File: src/ogbd_pkg.sv
// Shared types and constants for the occupancy grid block downsampler.
package ogbd_pkg;

  // Widths of the configuration registers and of the result fields
  localparam int unsigned ThreshW   = 8;
  localparam int unsigned NodeRegW  = 7;
  localparam int unsigned MapRegW   = 13;
  localparam int unsigned CfgDataW  = 13;
  localparam int unsigned CfgIdxW   = 3;
  localparam int unsigned CostW     = 8;
  localparam int unsigned BlkW      = 12;
  localparam int unsigned RowW      = 12;

  // Largest row count the design accepts and largest column count the map registers can hold
  localparam int unsigned RowLimit  = 4096;
  localparam int unsigned ColRegMax = 8191;

  // Reset values of the configuration registers
  localparam logic [ThreshW-1:0]  ThreshRst = 8'd253;
  localparam logic [NodeRegW-1:0] NodeRst   = 7'd1;
  localparam logic [MapRegW-1:0]  ColsRst   = 13'd1024;
  localparam logic [MapRegW-1:0]  RowsRst   = 13'd1024;

  // Configuration register indexes
  typedef enum logic [CfgIdxW-1:0] {
    REG_COST_THRESHOLD = 3'd0,
    REG_NODE_SIZE      = 3'd1,
    REG_MAP_COLS       = 3'd2,
    REG_MAP_ROWS       = 3'd3
  } cfg_reg_e;

  // Position of one accepted cell, as seen by the flag update stage
  typedef struct packed {
    logic            first;
    logic            emit;
    logic            map_end;
    logic [BlkW-1:0] block_col;
    logic [BlkW-1:0] block_row;
  } cell_pos_t;

endpackage

File: src/ogbd_pos.sv
// Raster position counters that locate each incoming cell within its block.
module ogbd_pos #(
  parameter int unsigned ColW  = 12,
  parameter int unsigned NodeW = 6,
  parameter int unsigned CmpW  = 7
) (
  input  logic                         clk_i,
  input  logic                         rst_ni,
  input  logic                         advance_i,
  input  logic                         restart_i,
  input  logic [CmpW-1:0]              node_i,
  input  logic [ogbd_pkg::MapRegW-1:0] cols_i,
  input  logic [ogbd_pkg::MapRegW-1:0] rows_i,
  output ogbd_pkg::cell_pos_t          pos_o,
  output logic [ColW-1:0]              slot_o
);

  import ogbd_pkg::*;

  logic [ColW-1:0]  cell_col_q, cell_col_d;
  logic [ColW-1:0]  blk_col_q, blk_col_d;
  logic [RowW-1:0]  cell_row_q, cell_row_d;
  logic [RowW-1:0]  blk_row_q, blk_row_d;
  logic [NodeW-1:0] cib_q, cib_d;
  logic [NodeW-1:0] rib_q, rib_d;
  logic             row_end, last_row, map_end, col_blk_end, row_blk_end;

  // Edge tests for the current cell
  always_comb begin
    row_end     = (MapRegW'(cell_col_q) + MapRegW'(1)) >= cols_i;
    last_row    = (MapRegW'(cell_row_q) + MapRegW'(1)) >= rows_i;
    map_end     = row_end && last_row;
    col_blk_end = ((CmpW'(cib_q) + CmpW'(1)) >= node_i) || row_end;
    row_blk_end = ((CmpW'(rib_q) + CmpW'(1)) >= node_i) || last_row;
  end

  // Next position in raster order
  always_comb begin
    cell_col_d = cell_col_q;
    blk_col_d  = blk_col_q;
    cell_row_d = cell_row_q;
    blk_row_d  = blk_row_q;
    cib_d      = cib_q;
    rib_d      = rib_q;
    if (restart_i || (advance_i && map_end)) begin
      cell_col_d = '0;
      blk_col_d  = '0;
      cell_row_d = '0;
      blk_row_d  = '0;
      cib_d      = '0;
      rib_d      = '0;
    end else if (advance_i && row_end) begin
      cell_col_d = '0;
      blk_col_d  = '0;
      cib_d      = '0;
      cell_row_d = cell_row_q + RowW'(1);
      if (row_blk_end) begin
        rib_d     = '0;
        blk_row_d = blk_row_q + RowW'(1);
      end else begin
        rib_d = rib_q + NodeW'(1);
      end
    end else if (advance_i) begin
      cell_col_d = cell_col_q + ColW'(1);
      if (col_blk_end) begin
        cib_d     = '0;
        blk_col_d = blk_col_q + ColW'(1);
      end else begin
        cib_d = cib_q + NodeW'(1);
      end
    end
  end

  // Position registers
  always_ff @(posedge clk_i or negedge rst_ni) begin
    if (!rst_ni) begin
      cell_col_q <= '0;
      blk_col_q  <= '0;
      cell_row_q <= '0;
      blk_row_q  <= '0;
      cib_q      <= '0;
      rib_q      <= '0;
    end else begin
      cell_col_q <= cell_col_d;
      blk_col_q  <= blk_col_d;
      cell_row_q <= cell_row_d;
      blk_row_q  <= blk_row_d;
      cib_q      <= cib_d;
      rib_q      <= rib_d;
    end
  end

  // Description of the current cell for the flag stage
  always_comb begin
    pos_o.first     = (cib_q == '0) && (rib_q == '0);
    pos_o.emit      = col_blk_end && row_blk_end;
    pos_o.map_end   = map_end;
    pos_o.block_col = BlkW'(blk_col_q);
    pos_o.block_row = blk_row_q;
    slot_o          = blk_col_q;
  end

endmodule

File: config.mk
export PLATFORM = sky130hd
export DESIGN_NAME = ogbd_pos
export DESIGN_NICKNAME = d
export VERILOG_FILES = /design/src/ogbd_pkg.sv /design/src/ogbd_pos.sv
export SDC_FILE = /design/constraint.sdc
export NUM_CORES = 1
export LEC_CHECK = 0
export CAP_MARGIN = 20
export CELL_PAD_IN_SITES_DETAIL_PLACEMENT = 0
export CELL_PAD_IN_SITES_GLOBAL_PLACEMENT = 1
export CORE_ASPECT_RATIO = 1.25
export CORE_MARGIN = 2
export CORE_UTILIZATION = 40
export CTS_BUF_LIST = sky130_fd_sc_hd__clkbuf_16
export DETAILED_ROUTE_END_ITERATION = 7
export DONT_BUFFER_PORTS = 1
export GPL_TIMING_DRIVEN = 0
export PLACE_DENSITY = 0.8
export SLEW_MARGIN = 20
export SYNTH_ARGS = -nofsm -noshare
export SYNTH_HDL_FRONTEND = slang
export SYNTH_SLANG_ARGS = --single-unit
File: constraint.sdc
create_clock -name clk_i -period 3.7 [get_ports clk_i]
set_input_delay 0.185 -clock clk_i [delete_from_list [all_inputs] [get_ports clk_i]]
set_output_delay 0.185 -clock clk_i [all_outputs]
set_load 0.01 [all_outputs]
==> qor.yml, run 1 <==
outcome: "finished, final reports clean"
rrSetupSlack_ns: 0.18
finalMaxSlewViolations: 0
min_period_ns: 3.52
cp_max_fo: 8
die_y_um: 126
core_sq_um: 11600
cts_root_buffer: "clkbuf_16"
nNetsFinal: 668
timing.rr.end: "blk_row_q[10]"
n_fill_cell: 1125
postSynthAreaPerCell_sq_um: 8.44
drt_iter0_drc: 193
wire_per_inst_um: 16.8
worstRegToRegCells: 16
dr.pass1.iters: 4
cp.arrival_ns: 3.74
ys_seq_elements: 60
start_util: 0.408
die_x_um: 101
cts_tree: "built"
cp-end-kind: "flop"
hpwl_um: 9080
startpoint_type: "flop"
avgViaCountPerCell: 5.68
cts-htree-levels: 3
clock_sinks: 60
grt_max_degree: 61
required_ns: 3.92
wirelength_um: 12500
rows: 44
num_vias: 4240
ys_seq_area_frac: 0.317
worst_slack_ns: 0.175
n_antenna_cell: 0
syn_nets: 648
grt_pass1_wl_um: 20500
area_growth_pct: 13.6
max_freq_ghz: 0.284
ys_warn_count: 0
synth_ff_type: "dfrtp_1"
final_cell_mix: "nand2_1 (58), dfrtp_1 (56), ha_1 (48)"
drc_errors: 0
finalHoldViolCount: 0
netlist_area_sq_um: 4740
synth_cells: 562
synth_edf_count: 0
grt_overflow: 0
num_io_pins: 76
fin_area_sq_um: 5390
dpl-instance-area_sq_um: 4940
crit_type: "flop to flop"
final_common_cell: "nand2_1"
die_area_sq_um: 12800
grt_use_total: 0.203
holdWs_ns: 0.294
port_buffers: 0
synth_cell_type_count: 57
max-cap-violations: 0
ir_drop_v: 0.000181
drtAntennaViolNets: 0
period_share: 0.953
hp-start: "advance_i"
final_cells: 747
place_inst: 723
clk_latency_ns: 0.33
whs_path_depth: 4
rr_startpoint: "cell_col_q[1]"
min_to: "cell_row_q[0]"
setup_viol: 0
power_density_nw_per_um2: 305
grt_pass1_vias: 4185
tightest_slew_ns: 0.995
rsz0062_at_grt: "false"
cts_buffers: 9
clkTransAtPathRegs_ns: 0.05
max_slew_margin: 0.332
cts.path.max_buffers: 2
antenna_found_initial: 0
synthArstFlopShare: 1.00
drive_gt1_frac: 0.114
dp_slack_ns: -0.421
fin_skew_ns: 0.00356
power.leakage_nw: 2.66
hold_class: "input port to flop"
gp_congestion: 0.839
-- worst max-delay path: stages (launching register included) --
cell	delay [ns]
dfrtp_2	0.41
ha_4	0.18
nand3_4	0.13
nor2_4	0.16
and3_2	0.24
nand3_1	0.16
xnor2_1	0.17
ha_1	0.29
and4_2	0.27
and4_1	0.20
buf_4	0.19
nand2_1	0.10
o211ai_1	0.17
buf_4	0.15
clkdlybuf4s15_2	0.25
o21ai_0	0.11
a21bo_2	0.23
-- Yosys cell counts, types with 4 or more instances --
cell type  number  area share
o21ai_0        30       0.032
clkbuf_1       12      0.0095
nand2_1        58       0.046
a21o_1          9       0.014
nor3_1         10       0.011
a22o_1         14       0.026
a21oi_1        42       0.044
and3_1         20       0.026
a31oi_1         5      0.0066
and2_1          5      0.0066
nand4_1        15       0.020
nor2b_1         7      0.0092
nand2b_1        7      0.0092
o21ai_1         4      0.0042
buf_4          13       0.021
dfrtp_1        60        0.32
mux2i_1        10       0.021
ha_1           49        0.13
nand3_1        42       0.044
buf_2           4      0.0042
inv_1          43       0.034
nor2_1         22       0.017
xnor2_1        12       0.022
xor2_1         15       0.028
-- metal layers --
| layer | track usage | share of wire | vias to the layer above |
|---|---|---|---|
| met5 | 0 | 0 | - |
| met4 | 0.0660 | 0.021 | 0 |
| met3 | 0.0422 | 0.044 | 25 |
| met2 | 0.364 | 0.52 | 111 |
| met1 | 0.237 | 0.42 | 2058 |
| li1 | - | - | 2046 |
-- stage by stage --
step | total power, W | setup TNS (ns) | utilization
2_1_floorplan | 0.000843 | 0 | -
3_3_place_gp | 0.000889 | -8.90 | 0.426
3_5_place_dp | 0.000899 | -10.88 | 0.426
4_1_cts | 0.00165 | 0 | 0.457
5_1_grt | 0.00173 | 0 | 0.464
6_report | 0.00164 | 0 | 0.464
-- report_power, final --
| part | internal [W] | leakage (nW) | switching (W) |
|---|---|---|---|
| Sequential | 0.000671 | 0.827 | 0.0000192 |
| Combinational | 0.0000880 | 1.70 | 0.000145 |
| Clock | 0.000436 | 0.133 | 0.000286 |
| Total | 0.00119 | 2.66 | 0.000450 |
-- flip-flops by register name, indices dropped and copies added (netlist names) --
| register | cells |
|---|---|
| rib_q | 6 |
| blk_row_q | 12 |
| slot_o | 12 |
| cell_row_q | 12 |
| cell_col_q | 12 |
| cib_q | 6 |
-- worst max path at each step --
stage             startpoint       endpoint  slack, ns  cells after the start
6_report       cell_col_q[1]  blk_row_q[10]       0.18                     16
5_1_grt        cell_col_q[1]  blk_row_q[10]      0.003                     16
4_1_cts        cell_col_q[0]   blk_row_q[7]       0.01                     14
3_5_place_dp   cell_col_q[0]       rib_q[3]      -0.42                     15
3_3_place_gp   cell_col_q[0]       rib_q[3]      -0.38                     15
2_1_floorplan  cell_col_q[0]       rib_q[5]       0.33                     14
-- layout make-up --
cell class	count	area (sq um)	area share
well taps	161	201	0.0374
flip-flops and latches	60	1510	0.280
clock inverters	6	25.0	0.00464
inverters	44	165	0.0307
multi-input cells	428	2980	0.554
clock buffers	9	225	0.0418
repair buffers	9	93.8	0.0174
plain buffers	30	186	0.0346
-- timing repair --
item	in CTS	in global routing
hold buffers	2	0
pin swaps	3	0
setup endpoints to repair	59	43
hold endpoints to repair	60	0
gates resized for setup	16	17
gates cloned	0	1
setup buffers	3	3
-- logic make-up (layout without fill, tap and decap cells) --
logic type,count (synthesis),after routing,share of synthesized area
compound gates,135,135,0.189
xor+xnor,27,27,0.0499
fa+ha+maj,49,49,0.129
buf+inv,74,98,0.0715
flops,60,60,0.317
mux,10,10,0.0211
simple gates,207,207,0.223
No activity file was read; power rests on OpenSTA's default activity.
==> inputs of run 2 (changes only) <==
ABC_CLOCK_PERIOD_IN_PS = 3700   (was not set)
CELL_PAD_IN_SITES_DETAIL_PLACEMENT = not set   (was 0)
CELL_PAD_IN_SITES_GLOBAL_PLACEMENT = not set   (was 1)
PLACE_DENSITY = 0.5   (was 0.8)
==> run 2 against run 1 <==
Effect of this change:
- final cell count increased by 0.40%
- via count down 2.3%
- clock skew grew 0.0026 ns
- utilization increased by 0.74 points
- register-to-register slack is essentially flat
- first-iteration DRC count up 15%
- worst setup slack got worse by 0.0059 ns
- global-route usage increased by 0.14 points
- count of clock-buffer cells in the layout stayed put
- fmax is 0.17% lower
- critical path depth unchanged
- sequential power about the same
- largest cell class unchanged
- highest routed layer unchanged
==> qor.yml, run 2 (synthesized netlist as in run 1, its figures left out) <==
outcome: "finished, final reports clean"
num_vias: 4142  # -2.3%
power_density_nw_per_um2: 330  # +8.0%
nNetsFinal: 670  # +0.30%
power_frac_seq: 0.383  # -0.036
netSwitchingFraction: 0.258  # -0.0162
grt_overflow: 0  # unchanged
antenna_found_initial: 0  # unchanged
rows: 44  # unchanged
dr_wl_met3_um: 445  # -19%
hold_class: "input port to flop"
rr_startpoint: "cell_col_q[0]"
dr.pass1.iters: 4  # unchanged
rsz0062_at_grt: "false"
cts.path.max_buffers: 2  # unchanged
cts_buffers: 9  # unchanged
met2_length_um: 6270  # -3.2%
cp.arrival_ns: 3.75  # about the same
min_period_ns: 3.53  # +0.00589 ns
port_buffers: 0  # unchanged
startpoint_type: "flop"
clkTransAtPathRegs_ns: 0.06  # about the same
worstRegToRegCells: 16  # unchanged
ir_drop_v: 0.000237  # +31%
clk_latency_ns: 0.34  # about the same
clock_sinks: 60  # unchanged
die_area_sq_um: 12800  # unchanged
fin_skew_ns: 0.00619  # +0.00263 ns
gp_congestion: 0.835  # -0.48%
cp_max_fo: 8  # unchanged
drt_iter0_drc: 221  # +15%
die_y_um: 126  # unchanged
avgViaCountPerCell: 5.52  # -2.7%
p_clk_frac: 0.490  # +0.051
critical_path.endpoint: "blk_row_q[11]"
crit_type: "flop to flop"
required_ns: 3.92  # about the same
grt_max_degree: 61  # unchanged
top_layer: "met4"
num_io_pins: 76  # unchanged
hpwl_um: 9260  # +1.9%
drive_gt1_frac: 0.124  # +0.00960
finish.utilization: 0.471  # +0.00743
startpoint: "cell_col_q[0]"
finalHoldViolCount: 0  # unchanged
rrSetupSlack_ns: 0.17  # about the same
final_cell_mix: "nand2_1 (58), dfrtp_1 (57), ha_1 (48)"
max-cap-violations: 0  # unchanged
holdWs_ns: 0.291  # -0.00257 ns
die_x_um: 101  # unchanged
drtAntennaViolNets: 0  # unchanged
max_freq_ghz: 0.283  # -0.17%
wire_per_inst_um: 16.5  # -1.4%
tightest_slew_ns: 1.02  # +0.0245 ns
grt_use_total: 0.204  # +0.00142
max_slew_margin: 0.316  # -0.0165
final_common_cell: "nand2_1"
n_fill_cell: 1123  # -0.18%
cts_tree: "built"
grt_pass1_wl_um: 20400  # -0.40%
power.leakage_nw: 2.69  # +1.5%
p_int_w: 0.00134  # +12%
cp-end-kind: "flop"
n_antenna_cell: 0  # unchanged
wl_met1_um: 5340  # +1.9%
cts_root_buffer: "clkbuf_16"
wirelength_um: 12400  # -1.0%
drc_errors: 0  # unchanged
cts-htree-levels: 3  # unchanged
core_sq_um: 11600  # unchanged
setup_viol: 0  # unchanged
start_util: 0.408  # unchanged
power_switching_w: 0.000465  # +3.2%
period_share: 0.954  # +0.00159
grt_pass1_vias: 4075  # -2.6%
area_growth_pct: 15.4
timing.rr.end: "blk_row_q[11]"
finalMaxSlewViolations: 0  # unchanged
pwr-share-comb: 0.127  # -0.015
[run 2: final cells by class]
type | instances | area (sq um) | share of cell area
clock inverter | 7 | 83.8 | 0.0153
tap | 161 | 201 | 0.0368
clock buffer | 9 | 225 | 0.0411
sequential | 60 | 1510 | 0.275
buffer | 30 | 194 | 0.0354
multi-input combinational | 428 | 2990 | 0.546
inverter | 44 | 165 | 0.0302
timing repair buffer | 11 | 109 | 0.0199
[run 2: power groups by stage]
| stage | logic [W] | clock network (W) | registers, W |
|---|---|---|---|
| after floorplan | 0.000148 | 0 | 0.000695 |
| after CTS | 0.000226 | 0.000905 | 0.000690 |
| after global routing | 0.000261 | 0.000936 | 0.000693 |
| final | 0.000230 | 0.000884 | 0.000691 |
| after detailed placement | 0.000198 | 0 | 0.000700 |
| after global placement | 0.000193 | 0 | 0.000700 |
[run 2: per-layer routing]
metal,GRT usage,up-vias
li1,-,2056
met1,0.244,1981
met2,0.347,83
met3,0.0377,22
met4,0.0994,0
met5,0,-
[run 2: timing repair]
| action | in CTS | in global routing |
|---|---|---|
| hold endpoints to repair | 60 | 0 |
| pin swaps | 3 | 1 |
| gates cloned | 0 | 1 |
| hold buffers | 2 | 0 |
| setup buffers | 5 | 3 |
| endpoints found under the setup margin | 60 | 43 |
| gates resized for setup | 15 | 24 |
[run 2: critical path, stage by stage, from the launching register on]
cell             delay, ns
dfrtp_2               0.43
ha_4                  0.19
nand3_4               0.12
nor2_4                0.15
and3_2                0.25
nand3_1               0.15
xnor2_1               0.17
ha_1                  0.29
and4_2                0.28
and4_1                0.23
buf_6                 0.15
nand2_1               0.10
o211ai_1              0.18
buf_4                 0.15
clkdlybuf4s15_2       0.25
o21ai_0               0.09
a22o_1                0.23
[run 2: per-stage QoR]
step	area (sq um)	power [W]	cells	setup WS, ns	setup TNS [ns]
after floorplan	4740	0.000843	562	0.329	0
after global placement	4940	0.000893	723	-0.466	-12.71
after detailed placement	4940	0.000899	723	-0.487	-15.03
after CTS	5380	0.00182	746	0.00303	0
after global routing	5470	0.00189	750	0.00331	0
final	5470	0.00180	750	0.170	0
[run 2: worst min path at each step]
stage / end / start / cells after the start
after floorplan: blk_row_q[0] / rst_ni / 0
after global placement: cell_col_q[7] / rst_ni / 0
after CTS: cell_row_q[0] / advance_i / 4
after global routing: slot_o[10] / advance_i / 3
final: slot_o[8] / advance_i / 3
after detailed placement: cell_col_q[8] / rst_ni / 0
==> inputs of run 3 (changes only) <==
CORE_MARGIN = not set   (was 2)
CTS_BUF_LIST = not set   (was sky130_fd_sc_hd__clkbuf_16)
GPL_ROUTABILITY_DRIVEN = 0   (was not set)
==> run 3 against run 2 <==
Effect of this change:
- worst hold slack got worse by 0.0037 ns
- cell area fell by 0.59%
- count of clock-buffer cells in the layout rose by 2
- utilization decreased by 0.057 points
- register-to-register slack better by 0.02 ns
- die area is 3.5% lower
- sequential share of layout area up 0.12 points
- combinational power about the same
- via count unchanged
- wire length up 0.86%
- sequential power is essentially flat
==> qor.yml, run 3 (synthesized netlist as in run 1, its figures left out) <==
die_y_um: 124  # -1.6%
outcome: "finished, final reports clean"
dr_wl_met3_um: 401  # -9.9%
rows: 44  # unchanged
cts_buffers: 9  # unchanged
antenna_found_initial: 0  # unchanged
die_area_sq_um: 12300  # -3.5%
grt_pass1_wl_um: 20200  # -1.2%
total_power_w: 0.00184  # +1.7%
nNetsFinal: 667  # -0.45%
wl_met1_um: 5390  # +0.96%
wirelength_um: 12500  # +0.86%
cts_tree: "built"
core_sq_um: 11600  # -0.47%
critical_path.top_delay_family: "simple AND/OR/NAND/NOR gates"
wire_per_inst_um: 17.3  # +4.5%
slowest_delay_ns: 0.44  # about the same
max_freq_ghz: 0.285  # +0.71%
cp_max_fo: 10  # +2
netSwitchingFraction: 0.258  # +0.000722
clkTransAtPathRegs_ns: 0.06  # about the same
cts-htree-levels: 3  # unchanged
tightest_slew_ns: 1.12  # +0.102 ns
grt_use_total: 0.213  # +0.00925
power.leakage_nw: 2.69  # -0.17%
drt_iter0_drc: 139  # -37%
period_share: 0.947  # -0.00675
dpl-instance-area_sq_um: 4920  # -0.58%
start_util: 0.410  # +0.00194
die_x_um: 99.4  # -2.0%
clk_latency_ns: 0.34  # about the same
power_switching_w: 0.000474  # +2.0%
finalMaxSlewViolations: 0  # unchanged
max_slew_margin: 0.248  # -0.0683
p_clk_frac: 0.498  # +0.008
max-cap-violations: 0  # unchanged
crit_buf_inv: 3  # unchanged
num_vias: 4142  # unchanged
power_density_nw_per_um2: 337  # +2.3%
startpoint_type: "flop"
slowest_stage: "dfrtp_2"
final_cell_mix: "dfrtp_1 (59), nand2_1 (58), ha_1 (48)"
cp.arrival_ns: 3.73  # -0.02 ns
n_antenna_cell: 0  # unchanged
cts.path.max_buffers: 2  # unchanged
cp-end-kind: "flop"
num_io_pins: 76  # unchanged
cts_root_buffer: "clkbuf_16"
finalHoldViolCount: 0  # unchanged
setup_viol: 0  # unchanged
rrSetupSlack_ns: 0.19  # +0.02 ns
min_period_ns: 3.51  # -0.0250 ns
met2_length_um: 6420  # +2.5%
area_growth_pct: 14.7
port_buffers: 0  # unchanged
finish.utilization: 0.471  # -0.000570
ir_drop_v: 0.000245  # +3.4%
drtAntennaViolNets: 0  # unchanged
grt_pass1_vias: 4031  # -1.1%
clock_sinks: 60  # unchanged
fin_area_sq_um: 5440  # -0.59%
grt_overflow: 0  # unchanged
drc_errors: 0  # unchanged
top_layer: "met4"
avgViaCountPerCell: 5.72  # +3.6%
pwr-share-comb: 0.126  # about the same
crit_type: "flop to flop"
cp_cell_sequence: "ha_4 -> nand3_4 -> nor2_4 -> and3_2 -> nand3_1 -> xnor2_1 -> ha_1 -> and4_2 -> and4_1 -> buf_6 -> nand2_1 -> o211ai_1 -> buf_4 -> clkbuf_4 -> o21ai_0 -> a21o_1"
final_common_cell: "dfrtp_1"
dr.pass1.iters: 4  # unchanged
required_ns: 3.93  # about the same
grt_max_degree: 61  # unchanged
drive_gt1_frac: 0.118  # -0.00619
fin_skew_ns: 0.00643  # +0.000233 ns
power_frac_seq: 0.376  # -0.007
rsz0062_at_grt: "false"
holdWs_ns: 0.288  # -0.00369 ns
p_int_w: 0.00136  # +1.6%
hpwl_um: 9140  # -1.2%
hold_class: "input port to flop"
-- run 3: changes by cell type in the layout (fill, tap and decap cells not counted), sizes merged --
| cell | delta |
|---|---|
| clkinvlp | -1 |
| clkinv | +1 |
| clkdlybuf4s15 | -1 |
| clkbuf | +3 |
| inv | -2 |
| buf | -3 |
-- run 3: area by class of cell --
cell class              count  area [sq um]
multi-input cells         428          3000
plain buffers              30           199
clock inverters             5          75.1
well taps                 138           173
inverters                  44           165
fillers                  1143          6120
clock buffers              11           243
repair buffers              8          82.6
flip-flops and latches     60          1500
-- run 3: repair_timing --
action	CTS	global route
resized for setup	17	18
hold buffers	2	0
endpoints found under the setup margin	60	42
hold endpoints to repair	60	0
pin swaps	3	1
cloned	0	1
setup buffers	4	1
-- run 3: worst paths after layout --
path | start | end | cells past startpoint
max | cell_col_q[0] | blk_row_q[5] | 16
min | advance_i | slot_o[1] | 3
max reg2reg | cell_col_q[0] | blk_row_q[5] | 16
min reg2reg | cell_row_q[4] | cell_row_q[4] | 2
max in group asynchronous | rst_ni | cell_col_q[0] | 2
min in group asynchronous | rst_ni | cell_col_q[5] | 2
-- run 3: metrics by stage --
step / TNS (ns) / instances / setup WS, ns
2_1_floorplan: 0 / 562 / 0.329
3_3_place_gp: -13.17 / 700 / -0.471
3_5_place_dp: -15.63 / 700 / -0.524
4_1_cts: -0.0161 / 722 / -0.0161
5_1_grt: 0 / 724 / 0.00553
6_report: 0 / 724 / 0.195
-- run 3: worst reg2reg max path: stages (launching register included) --
cell,delay (ns)
dfrtp_2,0.44
ha_4,0.19
nand3_4,0.12
nor2_4,0.16
and3_2,0.24
nand3_1,0.15
xnor2_1,0.18
ha_1,0.30
and4_2,0.27
and4_1,0.22
buf_6,0.16
nand2_1,0.10
o211ai_1,0.18
buf_4,0.16
clkbuf_4,0.24
o21ai_0,0.11
a21o_1,0.19
-- run 3: layer usage --
metal / global-route usage / vias up
met5: 0 / -
li1: - / 2050
met4: 0.104 / 0
met2: 0.386 / 83
met3: 0.0342 / 20
met1: 0.245 / 1989
-- run 3: power by group through the flow --
stage	Sequential, W	Clock (W)	Combinational [W]
3_3_place_gp	0.000699	0	0.000196
5_1_grt	0.000693	0.000955	0.000260
4_1_cts	0.000689	0.000929	0.000229
3_5_place_dp	0.000700	0	0.000201
2_1_floorplan	0.000695	0	0.000148
6_report	0.000690	0.000915	0.000230
